==> config.mk <==
export PLATFORM = sky130hd
export DESIGN_NAME = seam_linear_feather_blend_flat
export DESIGN_NICKNAME = d
export VERILOG_FILES = /design/src/rtl/slfb_pkg.sv /design/src/rtl/slfb_in_if.sv /design/src/rtl/slfb_out_if.sv /design/src/rtl/slfb_cfg_if.sv /design/src/rtl/slfb_pipe.sv /design/src/rtl/seam_linear_feather_blend.sv /design/src/flat_wrapper.sv
export SDC_FILE = /design/constraint.sdc
export NUM_CORES = 2
export LEC_CHECK = 0
export ABC_CLOCK_PERIOD_IN_PS = 11900
export CORE_AREA = 5 5 359 431
export DETAILED_ROUTE_END_ITERATION = 10
export DIE_AREA = 0 0 364 436
export DONT_BUFFER_PORTS = 1
export HOLD_SLACK_MARGIN = 0.1
export PLACE_DENSITY_LB_ADDON = 0.05
export SYNTH_ARGS = -nofsm -noshare
export SYNTH_HDL_FRONTEND = slang
export SYNTH_SLANG_ARGS = --single-unit
==> constraint.sdc <==
create_clock -name clk -period 11.9 [get_ports clk]
set_clock_uncertainty 0.15 [all_clocks]
set_input_delay 0.595 -clock clk [delete_from_list [all_inputs] [get_ports clk]]
set_output_delay 0.595 -clock clk [all_outputs]
set_load 0.01 [all_outputs]
==> src/rtl/slfb_pkg.sv <==
// Shared constants and types for the seam linear feather blend.
// No dependencies; every other file of the block uses it.
package slfb_pkg;

  localparam int MAX_WIDTH = 4096;

  localparam int COL_W  = 12;
  localparam int PIX_W  = 8;
  localparam int SPAN_W = 13;
  localparam int ACC_W  = 20;
  localparam int IDX_W  = 8;

  localparam logic [SPAN_W-1:0] LW_MAX   = SPAN_W'(MAX_WIDTH);
  localparam logic [SPAN_W-1:0] LW_RESET = SPAN_W'((4096 > MAX_WIDTH) ? MAX_WIDTH : 4096);

  localparam logic [IDX_W-1:0] CFG_SEAM_START = IDX_W'(0);
  localparam logic [IDX_W-1:0] CFG_LEFT_WIDTH = IDX_W'(1);

  typedef enum logic [1:0] {
    REG_LEFT  = 2'd0,
    REG_BLEND = 2'd1,
    REG_WARP  = 2'd2
  } region_t;

  // index 0 = red, 1 = green, 2 = blue
  typedef logic [2:0][PIX_W-1:0] pix_t;

  typedef struct packed {
    logic [COL_W-1:0]  seam_start;
    logic [SPAN_W-1:0] left_width;
  } cfg_t;

  typedef struct packed {
    logic [COL_W-1:0] col;
    pix_t             lft;
    pix_t             wrp;
  } pix_in_t;

  typedef struct packed {
    pix_t    pix;
    region_t region;
  } pix_out_t;

endpackage

==> src/rtl/slfb_in_if.sv <==
// Input pixel channel: column plus left and warped RGB pixels.
// Uses slfb_pkg for field widths.
interface slfb_in_if;
  logic                       valid;
  logic                       ready;
  logic [slfb_pkg::COL_W-1:0] col;
  logic [slfb_pkg::PIX_W-1:0] left_r;
  logic [slfb_pkg::PIX_W-1:0] left_g;
  logic [slfb_pkg::PIX_W-1:0] left_b;
  logic [slfb_pkg::PIX_W-1:0] warp_r;
  logic [slfb_pkg::PIX_W-1:0] warp_g;
  logic [slfb_pkg::PIX_W-1:0] warp_b;

  modport source (output valid, col, left_r, left_g, left_b, warp_r, warp_g, warp_b,
                  input ready);
  modport sink (input valid, col, left_r, left_g, left_b, warp_r, warp_g, warp_b,
                output ready);
endinterface

==> src/rtl/slfb_out_if.sv <==
// Result channel: blended RGB pixel and its region code.
// Uses slfb_pkg for field widths and the region type.
interface slfb_out_if;
  logic                       valid;
  logic                       ready;
  logic [slfb_pkg::PIX_W-1:0] out_r;
  logic [slfb_pkg::PIX_W-1:0] out_g;
  logic [slfb_pkg::PIX_W-1:0] out_b;
  logic [1:0]                 region;

  modport source (output valid, out_r, out_g, out_b, region, input ready);
  modport sink (input valid, out_r, out_g, out_b, region, output ready);
endinterface

==> src/rtl/slfb_cfg_if.sv <==
// Configuration write channel: register index and write data.
// Uses slfb_pkg for widths.
interface slfb_cfg_if;
  logic                        valid;
  logic                        ready;
  logic [slfb_pkg::IDX_W-1:0]  index;
  logic [slfb_pkg::SPAN_W-1:0] data;

  modport source (output valid, index, data, input ready);
  modport sink (input valid, index, data, output ready);
endinterface

==> src/rtl/slfb_pipe.sv <==
// Blend datapath: classify, multiply, add, then eight restoring divide steps.
// Each stage has its own valid bit and stalls only when full and blocked.
// Depends on slfb_pkg.
module slfb_pipe (
  input  logic               clk,
  input  logic               rst_n,
  input  slfb_pkg::cfg_t     cfg,
  input  logic               in_valid,
  output logic               in_ready,
  input  slfb_pkg::pix_in_t  in_data,
  output logic               out_valid,
  input  logic               out_ready,
  output slfb_pkg::pix_out_t out_data
);

  localparam int NDIV   = slfb_pkg::PIX_W;
  localparam int NST    = NDIV + 3;
  localparam int PIX_W  = slfb_pkg::PIX_W;
  localparam int COL_W  = slfb_pkg::COL_W;
  localparam int SPAN_W = slfb_pkg::SPAN_W;
  localparam int ACC_W  = slfb_pkg::ACC_W;

  typedef struct packed {
    slfb_pkg::region_t region;
    logic              bypass;
    slfb_pkg::pix_t    quo;
    slfb_pkg::pix_t    lft;
    slfb_pkg::pix_t    wrp;
    logic [COL_W-1:0]  k;
    logic [SPAN_W-1:0] wk;
    logic [SPAN_W-1:0] span;
  } cls_t;

  typedef struct packed {
    slfb_pkg::region_t     region;
    logic                  bypass;
    slfb_pkg::pix_t        quo;
    logic [SPAN_W-1:0]     span;
    logic [2:0][ACC_W-1:0] pl;
    logic [2:0][ACC_W-1:0] pw;
  } mul_t;

  typedef struct packed {
    slfb_pkg::region_t     region;
    logic                  bypass;
    slfb_pkg::pix_t        quo;
    logic [SPAN_W-1:0]     span;
    logic [2:0][ACC_W-1:0] rem;
  } div_t;

  logic [NST-1:0] v_r, v_nxt, en, v_in;

  cls_t cls_r, cls_nxt;
  mul_t mul_r, mul_nxt;
  div_t div_r   [NDIV+1];
  div_t div_nxt [NDIV+1];

  // a stage moves when it is empty or the next one moves
  assign en[NST-1] = !v_r[NST-1] || out_ready;
  for (genvar i = 0; i < NST - 1; i++) begin : g_en
    assign en[i] = !v_r[i] || en[i+1];
  end

  assign in_ready = en[0];
  assign v_in     = {v_r[NST-2:0], in_valid};
  assign v_nxt    = (en & v_in) | (~en & v_r);

  always_ff @(posedge clk) begin
    if (!rst_n) begin
      v_r <= '0;
    end else begin
      v_r <= v_nxt;
    end
  end

  // classify the column against the seam
  always_comb begin
    logic [SPAN_W-1:0] col_x;
    logic [SPAN_W-1:0] seam_x;
    col_x          = {1'b0, in_data.col};
    seam_x         = {1'b0, cfg.seam_start};
    cls_nxt.lft    = in_data.lft;
    cls_nxt.wrp    = in_data.wrp;
    cls_nxt.k      = in_data.col - cfg.seam_start;
    cls_nxt.span   = cfg.left_width - seam_x;
    cls_nxt.wk     = cfg.left_width - col_x;
    if (col_x >= cfg.left_width) begin
      cls_nxt.region = slfb_pkg::REG_WARP;
      cls_nxt.bypass = 1'b1;
      cls_nxt.quo    = in_data.wrp;
    end else if (in_data.col < cfg.seam_start) begin
      cls_nxt.region = slfb_pkg::REG_LEFT;
      cls_nxt.bypass = 1'b1;
      cls_nxt.quo    = in_data.lft;
    end else begin
      // black warped pixel keeps the left pixel
      cls_nxt.region = slfb_pkg::REG_BLEND;
      cls_nxt.bypass = (in_data.wrp == '0);
      cls_nxt.quo    = in_data.lft;
    end
  end

  // weight products per channel
  always_comb begin
    logic [ACC_W-1:0] lx, wx, wkx, kx;
    mul_nxt.region = cls_r.region;
    mul_nxt.bypass = cls_r.bypass;
    mul_nxt.quo    = cls_r.quo;
    mul_nxt.span   = cls_r.span;
    wkx = {{(ACC_W-SPAN_W){1'b0}}, cls_r.wk};
    kx  = {{(ACC_W-COL_W){1'b0}}, cls_r.k};
    for (int c = 0; c < 3; c++) begin
      lx = {{(ACC_W-PIX_W){1'b0}}, cls_r.lft[c]};
      wx = {{(ACC_W-PIX_W){1'b0}}, cls_r.wrp[c]};
      mul_nxt.pl[c] = lx * wkx;
      mul_nxt.pw[c] = wx * kx;
    end
  end

  // weighted sum; clear the quotient for items that go through the divider
  always_comb begin
    div_nxt[0].region = mul_r.region;
    div_nxt[0].bypass = mul_r.bypass;
    div_nxt[0].quo    = mul_r.bypass ? mul_r.quo : '0;
    div_nxt[0].span   = mul_r.span;
    for (int c = 0; c < 3; c++) begin
      div_nxt[0].rem[c] = mul_r.pl[c] + mul_r.pw[c];
    end
  end

  always_ff @(posedge clk) begin
    if (en[0]) begin
      cls_r <= cls_nxt;
    end
    if (en[1]) begin
      mul_r <= mul_nxt;
    end
    if (en[2]) begin
      div_r[0] <= div_nxt[0];
    end
  end

  // one quotient bit per stage, most significant first
  for (genvar j = 1; j <= NDIV; j++) begin : g_div
    localparam int B = NDIV - j;

    always_comb begin
      logic [ACC_W:0] sh;
      logic [ACC_W:0] rx;
      div_nxt[j] = div_r[j-1];
      sh = {{(ACC_W+1-SPAN_W){1'b0}}, div_r[j-1].span} << B;
      for (int c = 0; c < 3; c++) begin
        rx = {1'b0, div_r[j-1].rem[c]};
        if (!div_r[j-1].bypass && (rx >= sh)) begin
          div_nxt[j].rem[c]    = div_r[j-1].rem[c] - sh[ACC_W-1:0];
          div_nxt[j].quo[c][B] = 1'b1;
        end
      end
    end

    always_ff @(posedge clk) begin
      if (en[2+j]) begin
        div_r[j] <= div_nxt[j];
      end
    end
  end

  assign out_valid       = v_r[NST-1];
  assign out_data.pix    = div_r[NDIV].quo;
  assign out_data.region = div_r[NDIV].region;

`ifndef SYNTHESIS
  // the divider input must give a quotient that fits eight bits
  a_acc_range: assert property (@(posedge clk) disable iff (!rst_n)
    v_r[2] && !div_r[0].bypass |->
      ({div_r[0].rem[0]} < {div_r[0].span, 8'b0}) &&
      ({div_r[0].rem[1]} < {div_r[0].span, 8'b0}) &&
      ({div_r[0].rem[2]} < {div_r[0].span, 8'b0}))
    else $error("blend accumulator out of range");

  // a finished division leaves a remainder below the span
  a_rem_done: assert property (@(posedge clk) disable iff (!rst_n)
    v_r[NST-1] && !div_r[NDIV].bypass |->
      (div_r[NDIV].rem[0] < ACC_W'(div_r[NDIV].span)) &&
      (div_r[NDIV].rem[1] < ACC_W'(div_r[NDIV].span)) &&
      (div_r[NDIV].rem[2] < ACC_W'(div_r[NDIV].span)))
    else $error("divider remainder not below span");

  // refusing input only happens with a full first stage
  a_ready_full: assert property (@(posedge clk) disable iff (!rst_n)
    !in_ready |-> v_r[0])
    else $error("input refused while first stage empty");

  // only blend items may go through the divider
  a_warp_bypass: assert property (@(posedge clk) disable iff (!rst_n)
    v_r[NST-1] && (div_r[NDIV].region != slfb_pkg::REG_BLEND) |-> div_r[NDIV].bypass)
    else $error("non-blend item went through divider");
`endif

endmodule

==> src/rtl/seam_linear_feather_blend.sv <==
// Seam linear feather blend: one pixel per clock in unless stalled, one result per pixel out.
// Depends on slfb_pkg, the channel interfaces and slfb_pipe.
//
// The block takes one item per clock, while the output is not stalled, through eleven
// register stages: one stage classifies the column, one forms the weight products,
// one adds them, and eight one-bit restoring divide steps produce the quotient by the
// overlap width. Every stage carries its own valid bit, so bubbles close up and input
// keeps flowing while a result waits, until all eleven stages hold items; out_ch.ready
// reaches in_ch.ready through logic only. Configuration writes are always accepted;
// seam_start takes 12 bits and left_width 13 bits, clamped to MAX_WIDTH. Write them
// only while no item is in flight.
module seam_linear_feather_blend (
  input logic        clk,
  input logic        rst_n,
  slfb_in_if.sink    in_ch,
  slfb_out_if.source out_ch,
  slfb_cfg_if.sink   cfg_ch
);

  logic [slfb_pkg::COL_W-1:0]  seam_r, seam_nxt;
  logic [slfb_pkg::SPAN_W-1:0] lw_r, lw_nxt;

  slfb_pkg::cfg_t     cfg;
  slfb_pkg::pix_in_t  in_data;
  slfb_pkg::pix_out_t out_data;

  assign cfg_ch.ready = 1'b1;

  always_comb begin
    seam_nxt = seam_r;
    lw_nxt   = lw_r;
    if (cfg_ch.valid) begin
      unique case (cfg_ch.index)
        slfb_pkg::CFG_SEAM_START: seam_nxt = cfg_ch.data[slfb_pkg::COL_W-1:0];
        slfb_pkg::CFG_LEFT_WIDTH: begin
          lw_nxt = (cfg_ch.data > slfb_pkg::LW_MAX) ? slfb_pkg::LW_MAX : cfg_ch.data;
        end
        default: begin
          // drop writes to unknown registers
        end
      endcase
    end
  end

  always_ff @(posedge clk) begin
    if (!rst_n) begin
      seam_r <= '0;
      lw_r   <= slfb_pkg::LW_RESET;
    end else begin
      seam_r <= seam_nxt;
      lw_r   <= lw_nxt;
    end
  end

  assign cfg.seam_start = seam_r;
  assign cfg.left_width = lw_r;

  assign in_data.col    = in_ch.col;
  assign in_data.lft[0] = in_ch.left_r;
  assign in_data.lft[1] = in_ch.left_g;
  assign in_data.lft[2] = in_ch.left_b;
  assign in_data.wrp[0] = in_ch.warp_r;
  assign in_data.wrp[1] = in_ch.warp_g;
  assign in_data.wrp[2] = in_ch.warp_b;

  slfb_pipe u_pipe (
    .clk       (clk),
    .rst_n     (rst_n),
    .cfg       (cfg),
    .in_valid  (in_ch.valid),
    .in_ready  (in_ch.ready),
    .in_data   (in_data),
    .out_valid (out_ch.valid),
    .out_ready (out_ch.ready),
    .out_data  (out_data)
  );

  assign out_ch.out_r  = out_data.pix[0];
  assign out_ch.out_g  = out_data.pix[1];
  assign out_ch.out_b  = out_data.pix[2];
  assign out_ch.region = out_data.region;

endmodule

==> src/flat_wrapper.sv <==
// flat-port wrapper written by rule: the top's interface ports become plain ports
module seam_linear_feather_blend_flat 
  (clk, rst_n, in_ch_valid, in_ch_col, in_ch_left_r, in_ch_left_g, in_ch_left_b, in_ch_warp_r, in_ch_warp_g, in_ch_warp_b, in_ch_ready, out_ch_valid, out_ch_out_r, out_ch_out_g, out_ch_out_b, out_ch_region, out_ch_ready, cfg_ch_valid, cfg_ch_index, cfg_ch_data, cfg_ch_ready);
  slfb_in_if in_ch_i ();
  slfb_out_if out_ch_i ();
  slfb_cfg_if cfg_ch_i ();
  input logic clk;
  input logic rst_n;
  input wire logic [$bits(in_ch_i.valid)-1:0] in_ch_valid;
  input wire logic [$bits(in_ch_i.col)-1:0] in_ch_col;
  input wire logic [$bits(in_ch_i.left_r)-1:0] in_ch_left_r;
  input wire logic [$bits(in_ch_i.left_g)-1:0] in_ch_left_g;
  input wire logic [$bits(in_ch_i.left_b)-1:0] in_ch_left_b;
  input wire logic [$bits(in_ch_i.warp_r)-1:0] in_ch_warp_r;
  input wire logic [$bits(in_ch_i.warp_g)-1:0] in_ch_warp_g;
  input wire logic [$bits(in_ch_i.warp_b)-1:0] in_ch_warp_b;
  output wire logic [$bits(in_ch_i.ready)-1:0] in_ch_ready;
  output wire logic [$bits(out_ch_i.valid)-1:0] out_ch_valid;
  output wire logic [$bits(out_ch_i.out_r)-1:0] out_ch_out_r;
  output wire logic [$bits(out_ch_i.out_g)-1:0] out_ch_out_g;
  output wire logic [$bits(out_ch_i.out_b)-1:0] out_ch_out_b;
  output wire logic [$bits(out_ch_i.region)-1:0] out_ch_region;
  input wire logic [$bits(out_ch_i.ready)-1:0] out_ch_ready;
  input wire logic [$bits(cfg_ch_i.valid)-1:0] cfg_ch_valid;
  input wire logic [$bits(cfg_ch_i.index)-1:0] cfg_ch_index;
  input wire logic [$bits(cfg_ch_i.data)-1:0] cfg_ch_data;
  output wire logic [$bits(cfg_ch_i.ready)-1:0] cfg_ch_ready;
  assign in_ch_i.valid = in_ch_valid;
  assign in_ch_i.col = in_ch_col;
  assign in_ch_i.left_r = in_ch_left_r;
  assign in_ch_i.left_g = in_ch_left_g;
  assign in_ch_i.left_b = in_ch_left_b;
  assign in_ch_i.warp_r = in_ch_warp_r;
  assign in_ch_i.warp_g = in_ch_warp_g;
  assign in_ch_i.warp_b = in_ch_warp_b;
  assign in_ch_ready = in_ch_i.ready;
  assign out_ch_valid = out_ch_i.valid;
  assign out_ch_out_r = out_ch_i.out_r;
  assign out_ch_out_g = out_ch_i.out_g;
  assign out_ch_out_b = out_ch_i.out_b;
  assign out_ch_region = out_ch_i.region;
  assign out_ch_i.ready = out_ch_ready;
  assign cfg_ch_i.valid = cfg_ch_valid;
  assign cfg_ch_i.index = cfg_ch_index;
  assign cfg_ch_i.data = cfg_ch_data;
  assign cfg_ch_ready = cfg_ch_i.ready;
  seam_linear_feather_blend u_core (.clk(clk), .rst_n(rst_n), .in_ch(in_ch_i), .out_ch(out_ch_i), .cfg_ch(cfg_ch_i));
endmodule
==> flow_summary.yaml <==
layout:
  n_fill_cell: 12806
  final_nets: 7771
  final_cells: 8728
  final_layout_size_suffix_gt1_share_pct: 6.590
  syn2layout_area_growth_pct: 8.751
  utilization_pct: 54.99
critical_path:
  critPathBufInv: 2
  cpLargestDelayFamily: "adder cells"
  cp-end-kind: "flop"
  worstPathMaxFanout: 24
  rr_endpoint: "u_core.u_pipe.mul_r[99]"
  cp_common_cell: "fa_1"
  rrSetupSlack_ns: 6.26
  reg2regPathDepth: 15
  start_kind: "flop"
  reg2reg_from: "u_core.u_pipe.cls_r[21]"
  slowest_stage: "edfxtp_1"
  cp_data_required_time_ns: 12.25
  crit_arrival_ns: 5.99
  slowest_delay_ns: 0.93
  crit_type: "flop to flop"
  crit_chain: "and2_1 > fa_1 > fa_1 > fa_1 > inv_1 > fa_1 > inv_1 > ha_1 > a21o_1 > a21o_1 > a21o_1 > a2111oi_0 > o41ai_1 > a21oi_1 > xnor2_1"
synth:
  netlist_instances: 6585
  synth_fp_nets: 7715
  netlist_area_um2: 75890
  synth-seq-cells: 1135
  synth_seq_area_share_pct: 44.43
  synth_cell_types: 93
  synth-edff-count: 1099
  synthFlopType: "edfxtp_1"
  yosys_warnings: 0
  syn_area_per_cell_um2: 11.52
  async_flop_share_pct: 0
worst_hold_path:
  hold_start: "cfg_ch_index[0]"
  min_to: "u_core.seam_r[5]"
  min_path_type: "input port to flop"
  hold_path_depth: 4
power_and_ir_drop:
  switchingPower_mw: 9.020
  leakage_nw: 34.72
  p_seq_share_pct: 32.8
  ir_drop_mv: 0.1438
  p_int_mw: 13.28
  p_clk_share_pct: 16.1
  swShare_pct: 40.44
  powerDensity_nw_per_um2: 270.3
  p_comb_share_pct: 51.1
timing:
  maxSlewViolCount: 0
  finalCriticalPeriod_ns: 5.638
  tightest_slew_ns: 1.163
  rsz0062_at_grt: "false"
  finalSetupViolCount: 0
  hold_viol: 0
  max_freq_mhz: 177.4
  slew_headroom_pct: 21.93
  setup_tns_ns: 0
  final.setup.worst_slack_ns: 6.262
  min_period_over_period_pct: 47.38
grt:
  grt_pass1_wl_um: 302100
  grt_busiest_layer: "met2"
  grt_max_degree: 91
  antenna_found_initial: 23
  met1_usage_pct: 26.45
  grt_pass1_vias: 49835
  grtUsageTotal_pct: 25.38
  met2_usage_pct: 46.68
  grt_use_met3_pct: 2.669
  gr-total-overflow: 0
place:
  portBuffers: 0
  dpl.hpwl_um: 159100
  place_congestion: 0.9063
  dp_slack_ns: 6.261
  dp.cells: 8419
clock_tree:
  clk_latency_ns: 0.78
  h-tree-depth: 3
  clkSinkCount: 1135
  postCtsSetupBuffers: 0
  clockBufferDepth: 3
  cts_tree: "done"
  cts_resized: 0
  cts_buffers: 117
  clk_pin_slew_ns: 0.06
  cts-root-buf: "clkbuf_16"
floorplanning:
  die-width_um: 364
  start_util_pct: 50.56
  core_area_um2: 150100
  dieHeight_um: 436
  dieArea_um2: 158700
  rows: 156
  io_pins: 115
status:
  outcome: "finished, final reports clean"
drt:
  routed_via_density: 5.547
  routed_wl_um: 199800
  dr.pass1.iters: 5
  num_vias: 48414
  wl_per_cell_um: 22.89
  drtAntennaViolNets: 0
  drtIter0Drc: 2659
  drc: 0
flow_run:
  max_cap_viol_count: 0
flip-flops by register name, summed over array words and instances (netlist names), named ones only:
| register | flops |
|---|---|
| u_core.seam_r | 12 |
| u_core.lw_r | 13 |
| u_core.u_pipe.cls_r | 113 |
| u_core.u_pipe.div_r | 826 |
| u_core.u_pipe.mul_r | 144 |
| u_core.u_pipe.div_nxt | 16 |
cells by family after synthesis:
kind of cell	synth area share, %
fa+ha+maj	21.19
mux	2.841
other cells	0.004941
flops	44.43
xor+xnor	4.893
simple gates	12.10
buf+inv	4.588
compound gates	9.946
metal layers:
metal / routed length [µm] / part of all wire [%]
met2: 104500 / 52
met3: 5979 / 3.0
met5: 27 / 0.014
met1: 70480 / 35
met4: 18870 / 9.4
layout make-up:
class                           instances  area (µm²)  share of cell area, %
Clock buffer                          142        3022                  3.661
Tap cell                             1975        2471                  2.994
Multi-Input combinational cell       4566       38770                  46.98
Sequential cell                      1135       33720                  40.86
Inverter                              703        2654                  3.215
Timing Repair Buffer                  118        1091                  1.322
Antenna cell                           16       40.04                0.04851
Clock inverter                         73       762.0                 0.9232
synthesized netlist by cell type, drive strengths merged (9+ instances only):
library cell	n	share of area, %
a21o	154	1.5
nor4	50	0.43
xnor2	273	3.2
xor2	151	1.7
o31a	13	0.15
o21ai	280	1.9
ha	642	11
a31o	17	0.20
inv	703	3.5
a211o	9	0.10
a2111oi	12	0.15
or2	25	0.21
nand2	379	1.9
buf	60	0.51
nor2	265	1.3
nor2b	115	0.95
fa	402	11
a221o	10	0.13
and2	519	4.3
o21bai	31	0.32
a21oi	321	2.1
nand4	40	0.33
dfxtp	36	0.95
a22oi	9	0.089
a31oi	45	0.40
mux2i	29	0.38
o21a	86	0.85
a21boi	22	0.22
nor3b	12	0.13
or4	10	0.10
o211ai	12	0.12
and3	26	0.21
nand2b	81	0.67
o41ai	9	0.10
a211oi	43	0.46
o31ai	40	0.41
edfxtp	1099	43
nor4b	12	0.14
nand3	67	0.44
or3	15	0.12
nor3	85	0.56
mux2	162	2.5
clkbuf	121	0.60
per-stage QoR:
step	hold WS (ns)	total power [mW]	cell area, µm²
2_1_floorplan	0.2503	15.32	75890
3_3_place_gp	0.2513	18.62	77920
3_5_place_dp	0.2545	18.77	77920
4_1_cts	0.1017	22.50	82490
5_1_grt	0.1487	23.96	82520
6_report	0.1911	22.30	82530
how the worst max path moves through the flow:
stage	startpoint	to	cells past startpoint	slack, ns
after global placement	u_core.u_pipe.cls_r[21]	u_core.u_pipe.mul_r[99]	15	6.35
final	u_core.u_pipe.cls_r[21]	u_core.u_pipe.mul_r[99]	15	6.26
after CTS	u_core.u_pipe.cls_r[21]	u_core.u_pipe.mul_r[79]	15	6.26
after global routing	u_core.u_pipe.cls_r[21]	u_core.u_pipe.mul_r[99]	15	6.01
after floorplan	out_ch_ready	u_core.u_pipe.div_nxt[860]	8	4.33
after detailed placement	u_core.u_pipe.cls_r[21]	u_core.u_pipe.mul_r[79]	15	6.26
power by group through the flow:
stage               Combinational, mW  Clock (mW)  Sequential (mW)
floorplan                        8.52           0             6.80
global placement                 11.2           0             7.40
detailed placement               11.4           0             7.42
CTS                              11.5        3.70             7.34
global route                     12.7        3.86             7.45
finish                           11.4        3.59             7.32
repair_timing:
item	in CTS	in global routing
hold endpoints to repair	122	0
hold buffers	78	0
endpoints found under the setup margin	0	0
layout by cell type, fill, tap and decap left out, drive strengths merged, types with 15 or more instances in the layout:
master       instances
nor2b              115
nand3               67
inv                705
a21o               154
buf                 41
nor2               265
dlygate4sd3         77
nand4               40
o21ai              280
nor3                85
clkbuf             142
nand2b              81
fa                 402
or3                 15
a21oi              321
or2                 25
dfxtp               36
xnor2              273
clkinv              54
nand2              379
diode               16
o21bai              31
edfxtp            1099
a21boi              22
and3                26
mux2               162
ha                 642
nor4                50
o31ai               40
mux2i               29
a31oi               45
a31o                17
xor2               151
o21a                86
and2               519
a211oi              43
worst min-delay path, delay by kind of cell:
kind,cells,cell delay [ns]
buf+inv,1,0.20
mux,1,0.16
simple gates,2,0.08
Note: power is estimated with default switching activity, not from simulation.
